### config.mk
export PLATFORM = sky130hd
export DESIGN_NAME = radix_integer_to_grouped_ascii
export DESIGN_NICKNAME = d
export VERILOG_FILES = /design/src/rtl/ria_pkg.sv /design/src/rtl/ria_div.sv /design/src/rtl/radix_integer_to_grouped_ascii.sv
export VERILOG_INCLUDE_DIRS = /design/src /design/src/rtl
export SDC_FILE = /design/constraint.sdc
export NUM_CORES = 1
export LEC_CHECK = 0
export BUFFER_PORTS_ARGS = -buffer_cell sky130_fd_sc_hd__buf_2
export CORE_MARGIN = 1.5
export CORE_UTILIZATION = 46
export CTS_CLUSTER_DIAMETER = 40
export DETAILED_ROUTE_END_ITERATION = 8
export PLACE_DENSITY_LB_ADDON = 0.1
export SETUP_SLACK_MARGIN = 0.02
export SYNTH_ARGS = -nofsm -noshare
export SYNTH_HDL_FRONTEND = slang
export SYNTH_SLANG_ARGS = --single-unit
### constraint.sdc
create_clock -name clk_i -period 2.92 [get_ports clk_i]
set_clock_uncertainty 0.2 [all_clocks]
set_input_delay 0.146 -clock clk_i [delete_from_list [all_inputs] [get_ports clk_i]]
set_output_delay 0.146 -clock clk_i [all_outputs]
set_load 0.05 [all_outputs]
### src/rtl/radix_integer_to_grouped_ascii_defines.svh
// assertion macros for the radix to grouped ascii converter
`ifndef RADIX_INTEGER_TO_GROUPED_ASCII_DEFINES_SVH
`define RADIX_INTEGER_TO_GROUPED_ASCII_DEFINES_SVH
`ifndef SYNTHESIS
// implication or plain property, checked out of reset
`define RIA_ASSERT(lbl, prop) \
  lbl: assert property (@(posedge clk_i) disable iff (!rst_ni) prop) \
    else $error("ria assertion failed");
// condition that must never be seen
`define RIA_ASSERT_NEVER(lbl, cond) \
  lbl: assert property (@(posedge clk_i) disable iff (!rst_ni) !(cond)) \
    else $error("ria forbidden condition seen");
`else
`define RIA_ASSERT(lbl, prop)
`define RIA_ASSERT_NEVER(lbl, cond)
`endif
`endif

### src/rtl/ria_pkg.sv
// shared types, constants and helpers for the radix to grouped ascii converter
package ria_pkg;

  localparam int DefValueWidth = 32;
  localparam int DefMaxDigits  = 32;
  localparam int RadixW        = 6;
  localparam int DigitW        = 6;
  localparam int CharW         = 8;

  localparam logic [RadixW-1:0] RadixReset = 6'd10;
  localparam logic [RadixW-1:0] RadixMin   = 6'd2;
  localparam logic [RadixW-1:0] RadixMax   = 6'd36;
  localparam logic [RadixW-1:0] RadixDec   = 6'd10;

  localparam logic [CharW-1:0] CharComma = 8'h2c;
  localparam logic [CharW-1:0] CharMinus = 8'h2d;
  localparam logic [CharW-1:0] CharZero  = 8'h30;
  localparam logic [CharW-1:0] CharLowA  = 8'h61;
  localparam logic [CharW-1:0] CharNull  = 8'h00;

  typedef enum logic [2:0] {
    S_IDLE,
    S_EMPTY,
    S_DIV_START,
    S_DIV_WAIT,
    S_SIGN,
    S_FETCH,
    S_DIGIT,
    S_COMMA
  } ria_state_e;

  typedef struct packed {
    logic busy;
    logic done;
  } ria_div_sts_t;

  function automatic logic [CharW-1:0] digit_char(input logic [DigitW-1:0] d);
    logic [CharW-1:0] dx;
    dx = {2'b00, d};
    if (d < DigitW'(10)) begin
      return CharZero + dx;
    end else begin
      return CharLowA + dx - CharW'(10);
    end
  endfunction

  function automatic logic [1:0] mod3_inc(input logic [1:0] m);
    case (m)
      2'd0:    return 2'd1;
      2'd1:    return 2'd2;
      default: return 2'd0;
    endcase
  endfunction

  function automatic logic [1:0] mod3_dec(input logic [1:0] m);
    case (m)
      2'd0:    return 2'd2;
      2'd1:    return 2'd0;
      default: return 2'd1;
    endcase
  endfunction

endpackage

### src/rtl/ria_div.sv
// serial restoring divider, one quotient bit per cycle
module ria_div import ria_pkg::*; #(
  parameter int VALUE_WIDTH = DefValueWidth
) (
  input  logic                   clk_i,
  input  logic                   rst_ni,
  input  logic                   start_i,
  input  logic [VALUE_WIDTH-1:0] dividend_i,
  input  logic [RadixW-1:0]      divisor_i,
  output ria_div_sts_t           sts_o,
  output logic [VALUE_WIDTH-1:0] quotient_o,
  output logic [DigitW-1:0]      remainder_o
);

  localparam int CntW = $clog2(VALUE_WIDTH);

  logic                   busy_q, busy_d;
  logic                   done_q, done_d;
  logic [CntW-1:0]        cnt_q, cnt_d;
  logic [VALUE_WIDTH-1:0] quo_q, quo_d;
  logic [DigitW-1:0]      rem_q, rem_d;
  logic [RadixW-1:0]      dvs_q, dvs_d;
  logic [DigitW:0]        trial;
  logic [DigitW:0]        diff;
  logic                   fits;

  assign trial = {rem_q, quo_q[VALUE_WIDTH-1]};
  assign fits  = trial >= {1'b0, dvs_q};
  assign diff  = trial - {1'b0, dvs_q};

  always_comb begin
    busy_d = busy_q;
    done_d = 1'b0;
    cnt_d  = cnt_q;
    quo_d  = quo_q;
    rem_d  = rem_q;
    dvs_d  = dvs_q;
    if (start_i && !busy_q) begin
      busy_d = 1'b1;
      cnt_d  = CntW'(VALUE_WIDTH - 1);
      quo_d  = dividend_i;
      rem_d  = '0;
      dvs_d  = divisor_i;
    end else if (busy_q) begin
      quo_d = {quo_q[VALUE_WIDTH-2:0], fits};
      rem_d = fits ? diff[DigitW-1:0] : trial[DigitW-1:0];
      cnt_d = cnt_q - CntW'(1);
      if (cnt_q == '0) begin
        busy_d = 1'b0;
        done_d = 1'b1;
      end
    end
  end

  always_ff @(posedge clk_i or negedge rst_ni) begin
    if (!rst_ni) begin
      busy_q <= 1'b0;
      done_q <= 1'b0;
      cnt_q  <= '0;
    end else begin
      busy_q <= busy_d;
      done_q <= done_d;
      cnt_q  <= cnt_d;
    end
  end

  always_ff @(posedge clk_i) begin
    quo_q <= quo_d;
    rem_q <= rem_d;
    dvs_q <= dvs_d;
  end

  assign sts_o       = '{busy: busy_q, done: done_q};
  assign quotient_o  = quo_q;
  assign remainder_o = rem_q;

endmodule

### src/rtl/radix_integer_to_grouped_ascii.sv
// each digit is one division in the shared serial divider, through the div start and div wait states
// then the sign state, a send state per digit (after a fetch state for all but the first) and a comma state
// invalid radix: one flagged transaction, sent from the empty state through the output register
// next transaction accepted in the cycle after the last character enters the output register
// asynchronous active-low reset, radix register resets to 10
module radix_integer_to_grouped_ascii import ria_pkg::*; #(
  parameter int VALUE_WIDTH = DefValueWidth,
  parameter int MAX_DIGITS  = DefMaxDigits
) (
  input  logic                          clk_i,
  input  logic                          rst_ni,
  input  logic                          cfg_we_i,
  input  logic [RadixW-1:0]             cfg_wdata_i,
  input  logic                          in_valid_i,
  output logic                          in_ready_o,
  input  logic signed [VALUE_WIDTH-1:0] value_i,
  output logic                          out_valid_o,
  input  logic                          out_ready_i,
  output logic [CharW-1:0]              character_o,
  output logic                          last_o,
  output logic                          empty_res_o
);

`include "radix_integer_to_grouped_ascii_defines.svh"

  localparam int CntW = $clog2(MAX_DIGITS + 1);
  localparam int IdxW = $clog2(MAX_DIGITS);

  ria_state_e state_q, state_d;

  logic [RadixW-1:0]      radix_q;
  logic                   neg_q;
  logic [VALUE_WIDTH-1:0] quo_q;
  logic [CntW-1:0]        count_q;
  logic [1:0]             cnt3_q;
  logic [IdxW-1:0]        pos_q;
  logic [1:0]             pos3_q;
  logic [DigitW-1:0]      store_q [MAX_DIGITS];
  logic [DigitW-1:0]      rd_data_q;

  logic                   out_valid_q;
  logic [CharW-1:0]       char_q;
  logic                   last_q;
  logic                   empty_q;

  logic                   accept;
  logic                   out_free;
  logic                   radix_ok;
  logic                   in_neg;
  logic [VALUE_WIDTH-1:0] in_mag;
  logic                   store_we;
  logic                   emit;
  logic [CharW-1:0]       emit_char;
  logic                   emit_last;
  logic                   emit_empty;
  logic                   div_start;
  ria_div_sts_t           div_sts;
  logic [VALUE_WIDTH-1:0] div_quo;
  logic [DigitW-1:0]      div_rem;

  assign accept   = in_valid_i && in_ready_o;
  assign out_free = !out_valid_q || out_ready_i;
  assign radix_ok = (radix_q >= RadixMin) && (radix_q <= RadixMax);
  assign in_neg   = (radix_q == RadixDec) && value_i[VALUE_WIDTH-1];
  assign in_mag   = in_neg ? (VALUE_WIDTH'(0) - value_i) : value_i;
  assign store_we = (state_q == S_DIV_WAIT) && div_sts.done && (count_q < CntW'(MAX_DIGITS));

  ria_div #(
    .VALUE_WIDTH(VALUE_WIDTH)
  ) u_div (
    .clk_i      (clk_i),
    .rst_ni     (rst_ni),
    .start_i    (div_start),
    .dividend_i (quo_q),
    .divisor_i  (radix_q),
    .sts_o      (div_sts),
    .quotient_o (div_quo),
    .remainder_o(div_rem)
  );

  // next state
  always_comb begin
    state_d = state_q;
    case (state_q)
      S_IDLE: begin
        if (accept) begin
          state_d = radix_ok ? S_DIV_START : S_EMPTY;
        end
      end
      S_EMPTY: begin
        if (out_free) state_d = S_IDLE;
      end
      S_DIV_START: state_d = S_DIV_WAIT;
      S_DIV_WAIT: begin
        if (div_sts.done) begin
          state_d = (div_quo == '0) ? S_SIGN : S_DIV_START;
        end
      end
      S_SIGN: begin
        if (!neg_q || out_free) state_d = S_DIGIT;
      end
      S_FETCH: state_d = S_DIGIT;
      S_DIGIT: begin
        if (out_free) begin
          if (pos_q == '0) begin
            state_d = S_IDLE;
          end else if (pos3_q == 2'd0) begin
            state_d = S_COMMA;
          end else begin
            state_d = S_FETCH;
          end
        end
      end
      S_COMMA: begin
        if (out_free) state_d = S_FETCH;
      end
      default: state_d = S_IDLE;
    endcase
  end

  // outputs of the sequencer
  always_comb begin
    in_ready_o = 1'b0;
    div_start  = 1'b0;
    emit       = 1'b0;
    emit_char  = CharNull;
    emit_last  = 1'b0;
    emit_empty = 1'b0;
    case (state_q)
      S_IDLE:      in_ready_o = 1'b1;
      S_EMPTY: begin
        emit       = out_free;
        emit_last  = 1'b1;
        emit_empty = 1'b1;
      end
      S_DIV_START: div_start = 1'b1;
      S_SIGN: begin
        emit      = neg_q && out_free;
        emit_char = CharMinus;
      end
      S_DIGIT: begin
        emit      = out_free;
        emit_char = digit_char(rd_data_q);
        emit_last = (pos_q == '0);
      end
      S_COMMA: begin
        emit      = out_free;
        emit_char = CharComma;
      end
      default: ;
    endcase
  end

  always_ff @(posedge clk_i or negedge rst_ni) begin
    if (!rst_ni) begin
      state_q     <= S_IDLE;
      radix_q     <= RadixReset;
      out_valid_q <= 1'b0;
      count_q     <= '0;
      cnt3_q      <= '0;
      pos_q       <= '0;
      pos3_q      <= '0;
      neg_q       <= 1'b0;
    end else begin
      state_q <= state_d;
      if (cfg_we_i) radix_q <= cfg_wdata_i;
      if (emit) begin
        out_valid_q <= 1'b1;
      end else if (out_ready_i) begin
        out_valid_q <= 1'b0;
      end
      if (accept) begin
        neg_q   <= in_neg;
        count_q <= '0;
        cnt3_q  <= '0;
      end
      if (store_we) begin
        pos_q   <= count_q[IdxW-1:0];
        pos3_q  <= cnt3_q;
        count_q <= count_q + CntW'(1);
        cnt3_q  <= mod3_inc(cnt3_q);
      end
      if ((state_q == S_DIGIT && out_free && pos_q != '0 && pos3_q != 2'd0) ||
          (state_q == S_COMMA && out_free)) begin
        pos_q  <= pos_q - IdxW'(1);
        pos3_q <= mod3_dec(pos3_q);
      end
    end
  end

  // quotient register, digit memory and output character register
  always_ff @(posedge clk_i) begin
    if (accept) begin
      quo_q <= in_mag;
    end else if (state_q == S_DIV_WAIT && div_sts.done) begin
      quo_q <= div_quo;
    end
    if (store_we) begin
      store_q[count_q[IdxW-1:0]] <= div_rem;
    end
    rd_data_q <= store_q[pos_q];
    if (emit) begin
      char_q  <= emit_char;
      last_q  <= emit_last;
      empty_q <= emit_empty;
    end
  end

  assign out_valid_o = out_valid_q;
  assign character_o = char_q;
  assign last_o      = last_q;
  assign empty_res_o = empty_q;

  `RIA_ASSERT(a_div_busy_in_wait, div_sts.busy |-> state_q == S_DIV_WAIT)
  `RIA_ASSERT(a_empty_is_single, (out_valid_o && empty_res_o) |-> (last_o && character_o == CharNull))
  `RIA_ASSERT_NEVER(a_count_bound, count_q > CntW'(MAX_DIGITS))
  `RIA_ASSERT(a_accept_next, accept |=> (state_q == S_EMPTY || state_q == S_DIV_START))

endmodule

==> results of run 1 <==
[report_power, final]
group / switching (mW) / internal (mW)
sequential: 0.237 / 5.72
combinational: 0.913 / 0.536
clock: 1.86 / 3.08
[cells by family after synthesis]
| group | synth area share |
|---|---|
| AOI/OAI and AO/OA | 0.05828 |
| adders and majority gates | 0.01847 |
| and+or+nand+nor | 0.1073 |
| xor gates and xnor gates | 0.02134 |
| muxes | 0.1081 |
| buffers and inverters | 0.02457 |
| DFF | 0.6619 |
[through the flow]
| stage | instances | hold WS, ns | TNS [ns] | instance area, sq um |
|---|---|---|---|---|
| 6_report | 1567 | -0.002303 | 0 | 16880 |
| 5_1_grt | 1567 | 0.07406 | -0.04913 | 16880 |
| 4_1_cts | 1564 | 0.003027 | 0 | 16840 |
| 3_5_place_dp | 1431 | 0.07266 | 0 | 14920 |
| 3_3_place_gp | 1431 | 0.07861 | 0 | 14920 |
| 2_1_floorplan | 986 | -0.3496 | 0 | 13970 |
[flip-flops by register name, indices dropped and copies added, names as in the netlist, 2 cells and up]
register	flops
pos3_q	2
state_q	3
u_div.remainder_o	6
u_div.dvs_q	6
character_o	8
u_div.cnt_q	5
quo_q	32
count_q	6
u_div.quotient_o	32
radix_q	6
rd_data_q	6
store_q	192
pos_q	5
cnt3_q	2
[timing repair]
action,in CTS,in global routing
resized for setup,0,5
buffers inserted,0,3
hold buffers,55,0
endpoints found under the hold margin,78,0
setup endpoints to repair,0,6
[worst paths after layout]
kind                                                        to              startpoint  cells after the start  slack [ns]
worst max-delay path                       quo_q[23]$_DFFE_PP_             value_i[16]                      8        0.15
worst min-delay path                        quo_q[5]$_DFFE_PP_              value_i[4]                      4      -0.002
worst max register to register             quo_q[29]$_DFFE_PP_  state_q[2]$_DFFE_PN0P_                      7        0.16
worst min register to register  u_div.quotient_o[26]$_DFFE_PP_     quo_q[26]$_DFFE_PP_                      2        0.29
max in group asynchronous                 pos_q[0]$_DFFE_PN0P_                  rst_ni                      2        1.88
min in group asynchronous               radix_q[0]$_DFFE_PN0P_                  rst_ni                      2        0.04
[layer usage]
| metal | track usage | routed length [microns] |
|---|---|---|
| met1 | 0.2940 | 14460 |
| met2 | 0.3042 | 13710 |
| met3 | 0.02985 | 1468 |
| met4 | 0.06215 | 696 |
| met5 | 0 | 0 |
[Yosys cell counts, types with 2 or more instances]
| cell type | number |
|---|---|
| sky130_fd_sc_hd__a211oi_1 | 3 |
| sky130_fd_sc_hd__a21o_1 | 2 |
| sky130_fd_sc_hd__a21oi_1 | 17 |
| sky130_fd_sc_hd__a221o_1 | 3 |
| sky130_fd_sc_hd__a221oi_1 | 3 |
| sky130_fd_sc_hd__a22oi_1 | 2 |
| sky130_fd_sc_hd__a31oi_1 | 4 |
| sky130_fd_sc_hd__a32oi_1 | 2 |
| sky130_fd_sc_hd__buf_1 | 6 |
| sky130_fd_sc_hd__buf_2 | 7 |
| sky130_fd_sc_hd__buf_6 | 5 |
| sky130_fd_sc_hd__clkbuf_1 | 32 |
| sky130_fd_sc_hd__dfrtp_1 | 31 |
| sky130_fd_sc_hd__dfstp_2 | 2 |
| sky130_fd_sc_hd__dfxtp_1 | 12 |
| sky130_fd_sc_hd__edfxtp_1 | 272 |
| sky130_fd_sc_hd__ha_1 | 19 |
| sky130_fd_sc_hd__inv_1 | 29 |
| sky130_fd_sc_hd__mux2_2 | 13 |
| sky130_fd_sc_hd__mux4_2 | 60 |
| sky130_fd_sc_hd__nand2_1 | 173 |
| sky130_fd_sc_hd__nand2b_1 | 8 |
| sky130_fd_sc_hd__nand3_1 | 17 |
| sky130_fd_sc_hd__nand3b_1 | 5 |
| sky130_fd_sc_hd__nand4_1 | 15 |
| sky130_fd_sc_hd__nand4b_1 | 2 |
| sky130_fd_sc_hd__nor2_1 | 68 |
| sky130_fd_sc_hd__nor2b_1 | 2 |
| sky130_fd_sc_hd__nor3_1 | 13 |
| sky130_fd_sc_hd__nor4_1 | 15 |
| sky130_fd_sc_hd__nor4b_1 | 2 |
| sky130_fd_sc_hd__o211ai_1 | 7 |
| sky130_fd_sc_hd__o21ai_0 | 50 |
| sky130_fd_sc_hd__o21bai_1 | 2 |
| sky130_fd_sc_hd__o22ai_1 | 2 |
| sky130_fd_sc_hd__o311ai_0 | 4 |
| sky130_fd_sc_hd__o31ai_1 | 8 |
| sky130_fd_sc_hd__o41ai_1 | 5 |
| sky130_fd_sc_hd__or3_1 | 4 |
| sky130_fd_sc_hd__or4_1 | 3 |
| sky130_fd_sc_hd__xnor2_1 | 7 |
| sky130_fd_sc_hd__xor2_1 | 27 |
[worst max-delay path: stages]
cell and delay (ns):
sky130_fd_sc_hd__dlygate4sd3_1 0.53, sky130_fd_sc_hd__buf_2 0.14, sky130_fd_sc_hd__or4_1 0.60, sky130_fd_sc_hd__nand2b_1 0.21
sky130_fd_sc_hd__o41ai_1 0.38, sky130_fd_sc_hd__xor2_1 0.18, sky130_fd_sc_hd__dlygate4sd3_1 0.58, sky130_fd_sc_hd__o21ai_1 0.06
[layout make-up]
| cell class | count | area [sq um] | area share |
|---|---|---|---|
| Clock inverter | 23 | 202.7 | 0.01201 |
| Inverter | 29 | 108.9 | 0.006448 |
| Sequential cell | 317 | 9241 | 0.5474 |
| Tap cell | 390 | 488.0 | 0.02890 |
| Multi-Input combinational cell | 590 | 4407 | 0.2610 |
| Clock buffer | 55 | 1164 | 0.06893 |
| Timing Repair Buffer | 163 | 1271 | 0.07530 |
[layout by cell type, fill, tap and decap left out, drive strengths merged, types with 3 or more instances in the layout]
master,n
o311ai,4
a21oi,17
dfrtp,31
a211oi,3
nand3,17
dlygate4sd3,55
o31ai,8
edfxtp,272
inv,30
mux2,13
mux4,60
dfxtp,12
nor4,16
nand4,15
a31oi,4
or4,3
ha,19
nor2,68
nand3b,5
o41ai,5
clkinv,15
nand2b,8
o211ai,7
clkinvlp,4
xor2,27
a221oi,3
nor3,13
o21ai,51
or3,4
clkbuf,55
bufinv,3
buf,108
a221o,3
xnor2,7
nand2,173
==> results.rst, run 1 <==
.. list-table::
   :header-rows: 1

   * - Metric
     - Value
   * - Result of the run
     - finished with violations
   * - Failing checks
     - negative hold slack
   * - Synth area leaders
     - sky130_fd_sc_hd__edfxtp_1 59%, sky130_fd_sc_hd__mux4_2 9.7%, sky130_fd_sc_hd__dfrtp_1 5.6%
   * - Number of port buffers
     - 54
   * - Upper clock frequency limit
     - between 300 and 400 MHz
   * - Total power consumption of the routed design
     - ~12 mW
   * - Req. time, crit path
     - ~3 ns
   * - Effective utilization at floorplan
     - 0.4695
   * - Row count
     - 63
   * - WL per Instance
     - slightly below 20 microns
   * - Slew at the pin closest to its max-slew limit
     - 0.8042 ns
   * - Die W
     - 177.2 microns
   * - Placeable core area
     - about 30,000 sq um
   * - Die area
     - between 30,000 and 40,000 sq um
   * - #FFs+latches synth
     - around 320
   * - CP max FO
     - 5
   * - Number of enable flip-flop cells after synthesis
     - 272
   * - CTS max path bufs
     - 3
   * - Layout Utilization
     - 0.5681
   * - Slew Limit Headroom
     - 0.4638
   * - Final-report max-slew violation count
     - 0
   * - Static leakage power
     - 5.969 nW
   * - Number of DRC violations after detailed routing
     - 0
   * - Gate count of the mapped netlist
     - between 900 and 1,000
   * - Fill count
     - ~2,400
   * - Mapped cell area
     - around 14,000 sq um
   * - Maximum number of pins on one net before global-route repair
     - 39
   * - First-iteration detailed-routing DRC count
     - ~630
   * - Share of final-layout standard cells stronger than drive strength 1
     - 0.2184
   * - VDD IR max
     - between 600 and 700 uV
   * - Setup violators final
     - 0
   * - Post-layout min period
     - 2.768 ns
   * - Synthesized net count
     - roughly 1,000
   * - Area delta synth->final
     - 20.99%
   * - Post-synth top area cell
     - sky130_fd_sc_hd__edfxtp_1
   * - Placer Congestion
     - just over 0.8
   * - Number of vias in the routed layout
     - 8,586
   * - Async set-or-reset flop fraction in the synthesized netlist
     - 0.1041
   * - Global Route Usage Sum
     - 0.1989
   * - Predominant post-synthesis flop cell
     - sky130_fd_sc_hd__edfxtp_1
   * - Initial antenna violation count
     - 0
   * - Unique cell type count in the Yosys netlist
     - 65
   * - Final wirelength
     - around 30 mm
   * - Antenna diodes
     - 0
   * - Fraction of post-synthesis cell area in the top cell type by area
     - 0.5854
   * - Critical path capture point type
     - flip-flop
   * - Post-detailed-route count of antenna-violating nets
     - 0
   * - Clock buffer count from CTS
     - 42
   * - Critical path type
     - input port to flip-flop
   * - Count of pins on the block boundary
     - 55
   * - Max_cap viols
     - 0
   * - Total number of clock tree sinks
     - approximately 320
   * - Hold violation count in the final report
     - 1
   * - Total congestion overflow
     - 0
   * - Fin worst setup slack
     - about 0.15 ns
   * - Worst slack at placement
     - ~0.28 ns
   * - Final #Nets
     - around 1,200
   * - Critical path launch point type
     - input port
   * - Number of global-route vias before repair
     - 8,438
   * - CTS root buf
     - sky130_fd_sc_hd__clkbuf_16
   * - Clock slew seen by the registers of the worst setup and hold paths
     - roughly 0.060 ns
   * - Power Density
     - 731.3 nW/um^2
   * - Share of the yosys chip area belonging to registers
     - 0.6619
   * - Signal arrival time at the worst endpoint
     - 2.84 ns
   * - Worst hold slack
     - -0.002303 ns
   * - Total of warnings raised by yosys
     - 0
   * - TritonCTS clock tree
     - yes
   * - Insertion delay of the later-clocked pin in the worst-skew pair
     - 0.53 ns
   * - Drt via density
     - roughly 5.5
   * - Period utilization
     - 0.9480
   * - Path type of the worst min-delay path
     - input port to flip-flop
   * - Number of search-and-repair iterations in the first detailed-routing pass
     - 5
   * - Wire length of the first global-routing pass
     - around 47 mm
   * - Number of levels in the clock H-tree
     - 2
   * - Mapped Avg Cell Area
     - ~14 sq um
   * - HPWL after detailed placement
     - 19.80 mm
   * - Unrepaired setup endpoints after global routing
     - true
   * - DIE HEIGHT
     - around 180 microns
No activity file was read; power rests on OpenSTA's default activity.
==> inputs of run 2 (changes only) <==
- CELL_PAD_IN_SITES_DETAIL_PLACEMENT: unset -> 2
- CELL_PAD_IN_SITES_GLOBAL_PLACEMENT: unset -> 2
- CORE_UTILIZATION: 46 -> 45
==> results.rst, run 2 (synthesis results as in run 1) <==
.. list-table::
   :header-rows: 1

   * - Metric
     - Value
   * - Endpoint of the most critical register-to-register path
     - pos_q[4]$_DFFE_PN0P_ (was quo_q[29]$_DFFE_PP_)
   * - Critical path capture point type
     - flip-flop (unchanged)
   * - Static leakage power
     - 6.148 nW (was 5.969 nW)
   * - Relative contribution of combinational cells to total power
     - 0.125 (was 0.117)
   * - DIE HEIGHT
     - 179.1 microns (was 177.2 microns)
   * - Wire length of the first global-routing pass
     - 69.15 mm (was 47.44 mm)
   * - Period utilization
     - 0.9299 (was 0.9480)
   * - Switching pwr
     - 3.766 mW (was 3.011 mW)
   * - Power Density
     - 798.7 nW/um^2 (was 731.3 nW/um^2)
   * - Die area
     - 32,070 sq um (was 31,390 sq um)
   * - Hold violation count in the final report
     - 0 (was 1)
   * - Insertion delay of the later-clocked pin in the worst-skew pair
     - 0.55 ns (was 0.53 ns)
   * - Number of flip-flops under the largest register name
     - 192 (unchanged)
   * - Critical-path cell with the highest stage delay
     - sky130_fd_sc_hd__dfrtp_2 (was sky130_fd_sc_hd__or4_1)
   * - Area delta synth->final
     - 23.30% (was 20.99%)
   * - Setup violators final
     - 0 (unchanged)
   * - Cell depth of the worst setup path
     - 8 (unchanged)
   * - Die W
     - 179.1 microns (was 177.2 microns)
   * - Clock slew seen by the registers of the worst setup and hold paths
     - 0.06 ns (about the same)
   * - Global Route Usage Sum
     - 0.2996 (was 0.1989)
   * - Int Power
     - 9.975 mW (was 9.335 mW)
   * - First-iteration detailed-routing DRC count
     - 802 (was 634)
   * - CTS root buf
     - sky130_fd_sc_hd__clkbuf_16 (unchanged)
   * - Sequential share of power
     - 0.436 (was 0.483)
   * - Total number of clock tree sinks
     - 317 (unchanged)
   * - CP max FO
     - 5 (unchanged)
   * - Post-Place Cell Area
     - 15,010 sq um (was 14,920 sq um)
   * - Post-layout min period
     - 2.715 ns (was 2.768 ns)
   * - Switching fraction of total power
     - 0.2741 (was 0.2439)
   * - Initial antenna violation count
     - 0 (unchanged)
   * - CTS max path bufs
     - 3 (unchanged)
   * - Cell family with the largest share of critical-path delay
     - compound AO/OA/AOI/OAI gates (was buffers and inverters)
   * - Commonest non-fill, non-tap cell in the layout
     - sky130_fd_sc_hd__edfxtp_1 (unchanged)
   * - Result of the run
     - complete, no violations (was finished with violations)
   * - Register-to-Register Setup Slack
     - 0.20 ns (was 0.16 ns)
   * - Unrepaired setup endpoints after global routing
     - false (was true)
   * - VDD IR max
     - 811.6 uV (was 634.0 uV)
   * - Most used cells in the layout excluding fill and tap cells
     - 272 x sky130_fd_sc_hd__edfxtp_1, 171 x sky130_fd_sc_hd__nand2_1, 68 x sky130_fd_sc_hd__nor2_1, 60 x sky130_fd_sc_hd__mux4_2, 58 x sky130_fd_sc_hd__buf_4 (was 272 x sky130_fd_sc_hd__edfxtp_1, 171 x sky130_fd_sc_hd__nand2_1, 68 x sky130_fd_sc_hd__nor2_1, 60 x sky130_fd_sc_hd__mux4_2, 55 x sky130_fd_sc_hd__dlygate4sd3_1)
   * - Number of port buffers
     - 54 (unchanged)
   * - Upper clock frequency limit
     - 368.3 MHz (was 361.2 MHz)
   * - Slew at the pin closest to its max-slew limit
     - 0.9926 ns (was 0.8042 ns)
   * - Design Area, Final
     - 17,200 sq um (was 16,880 sq um)
   * - Worst reg-to-reg path cell count
     - 8 (was 7)
   * - WL per Instance
     - 29.19 microns (was 19.36 microns)
   * - Number of global-route vias before repair
     - 10,710 (was 8,438)
   * - Max_cap viols
     - 0 (unchanged)
   * - Placeable core area
     - 30,590 sq um (was 29,720 sq um)
   * - Share of final-layout standard cells stronger than drive strength 1
     - 0.2408 (was 0.2184)
   * - Post-detailed-route count of antenna-violating nets
     - 0 (unchanged)
   * - Effective utilization at floorplan
     - 0.4562 (was 0.4695)
   * - Min-Delay Endpoint
     - quo_q[3]$_DFFE_PP_ (was quo_q[5]$_DFFE_PP_)
   * - Clk pwr share
     - 0.438 (was 0.400)
   * - CP Buf/Inv Count
     - 2 (was 3)
   * - Path type of the worst min-delay path
     - input port to flip-flop (unchanged)
   * - Row count
     - 64 (was 63)
   * - Total congestion overflow
     - 0 (unchanged)
   * - Post-Route Setup TNS
     - 0 ns (unchanged)
   * - Final-report max-slew violation count
     - 0 (unchanged)
   * - Antenna diodes
     - 0 (unchanged)
   * - Number of vias in the routed layout
     - 9,470 (was 8,586)
   * - Worst hold slack
     - 0.04790 ns (was -0.002303 ns)
   * - Final #Nets
     - 1,217 (was 1,206)
   * - HPWL after detailed placement
     - 26.71 mm (was 19.80 mm)
   * - Number of levels in the clock H-tree
     - 2 (unchanged)
   * - Critical path type
     - flip-flop to flip-flop (was input port to flip-flop)
   * - Number of DRC violations after detailed routing
     - 0 (unchanged)
   * - Req. time, crit path
     - 3.16 ns (was 2.99 ns)
   * - Maximum number of pins on one net before global-route repair
     - 51 (was 39)
   * - Count of pins on the block boundary
     - 55 (unchanged)
   * - Largest incremental delay on the critical path
     - 0.47 ns (was 0.60 ns)
   * - Signal arrival time at the worst endpoint
     - 2.95 ns (was 2.84 ns)
   * - Beginning of the worst hold path
     - value_i[0] (was value_i[4])
   * - Critical path, cell by cell
     - inv_1, ha_1, nor4b_1, buf_4, o21ai_0, a21oi_1, o21ba_2, o221a_2 (was dlygate4sd3_1, buf_2, or4_1, nand2b_1, o41ai_1, xor2_1, dlygate4sd3_1, o21ai_1)
   * - Startpoint of the most critical register-to-register path
     - pos_q[0]$_DFFE_PN0P_ (was state_q[2]$_DFFE_PN0P_)
   * - Drt via density
     - 5.963 (was 5.479)
   * - Final wirelength
     - 46.35 mm (was 30.34 mm)
   * - Placer Congestion
     - 0.7422 (was 0.8047)
   * - Number of cells on the worst hold path
     - 5 (was 4)
   * - Number of search-and-repair iterations in the first detailed-routing pass
     - 5 (unchanged)
   * - Clock buffer count from CTS
     - 48 (was 42)
   * - Layout Utilization
     - 0.5624 (was 0.5681)
   * - TritonCTS clock tree
     - yes (unchanged)
   * - Critical path launch point type
     - flip-flop (was input port)
   * - Slew Limit Headroom
     - 0.3382 (was 0.4638)
==> run 2: worst min-delay path, stage by stage <==
cell and delay (ns):
sky130_fd_sc_hd__buf_2 0.11, sky130_fd_sc_hd__nor3_1 0.05, sky130_fd_sc_hd__nor2_1 0.13, sky130_fd_sc_hd__xnor2_1 0.08, sky130_fd_sc_hd__o21ai_0 0.16
==> run 2: what timing repair did <==
| action | 4_1_cts | 5_1_grt |
|---|---|---|
| setup endpoints to repair | 0 | 4 |
| hold buffers | 51 | 0 |
| setup buffers | 0 | 2 |
| gates resized for setup | 0 | 3 |
| endpoints found under the hold margin | 75 | 0 |
==> run 2: routing by layer <==
metal,global-route usage,wire (microns)
met2,0.5233,24110
met4,0.1136,1551
met3,0.04495,2211
met5,0,0
met1,0.3761,18470
==> run 2: worst max path at each step <==
stage / endpoint / start / slack (ns)
after floorplan: u_div.cnt_q[4]$_DFFE_PN0P_ / state_q[0]$_DFFE_PN0P_ / 0.18
after global placement: quo_q[17]$_DFFE_PP_ / value_i[1] / 0.48
after detailed placement: pos_q[4]$_DFFE_PN0P_ / pos_q[0]$_DFFE_PN0P_ / 0.29
after CTS: quo_q[17]$_DFFE_PP_ / value_i[3] / 0.04
after global routing: pos_q[4]$_DFFE_PN0P_ / pos_q[0]$_DFFE_PN0P_ / 0.06
final: pos_q[4]$_DFFE_PN0P_ / pos_q[0]$_DFFE_PN0P_ / 0.20
==> run 2: power by group through the flow <==
stage	sequential [mW]	combinational [mW]	clock, mW
4_1_cts	5.98	1.67	6.04
5_1_grt	6.03	1.89	6.24
2_1_floorplan	6.16	0.690	0
6_report	6.00	1.72	6.02
3_3_place_gp	6.05	1.37	0
3_5_place_dp	6.06	1.54	0
==> run 2: through the flow <==
step,setup WS [ns],std cells,total power [mW]
6_report,0.2048,1588,13.74
5_1_grt,0.06037,1588,14.16
4_1_cts,0.04143,1586,13.69
3_5_place_dp,0.2909,1447,7.591
3_3_place_gp,0.4785,1447,7.420
2_1_floorplan,0.1841,986,6.853
==> run 2: area by class of cell <==
class / instances / area (sq um)
fillers: 2755 / 13390
flip-flops and latches: 317 / 9239
multi-input cells: 590 / 4395
repair buffers: 168 / 1308
clock buffers: 51 / 1234
well taps: 396 / 495.5
clock inverters: 37 / 424.2
inverters: 29 / 108.9
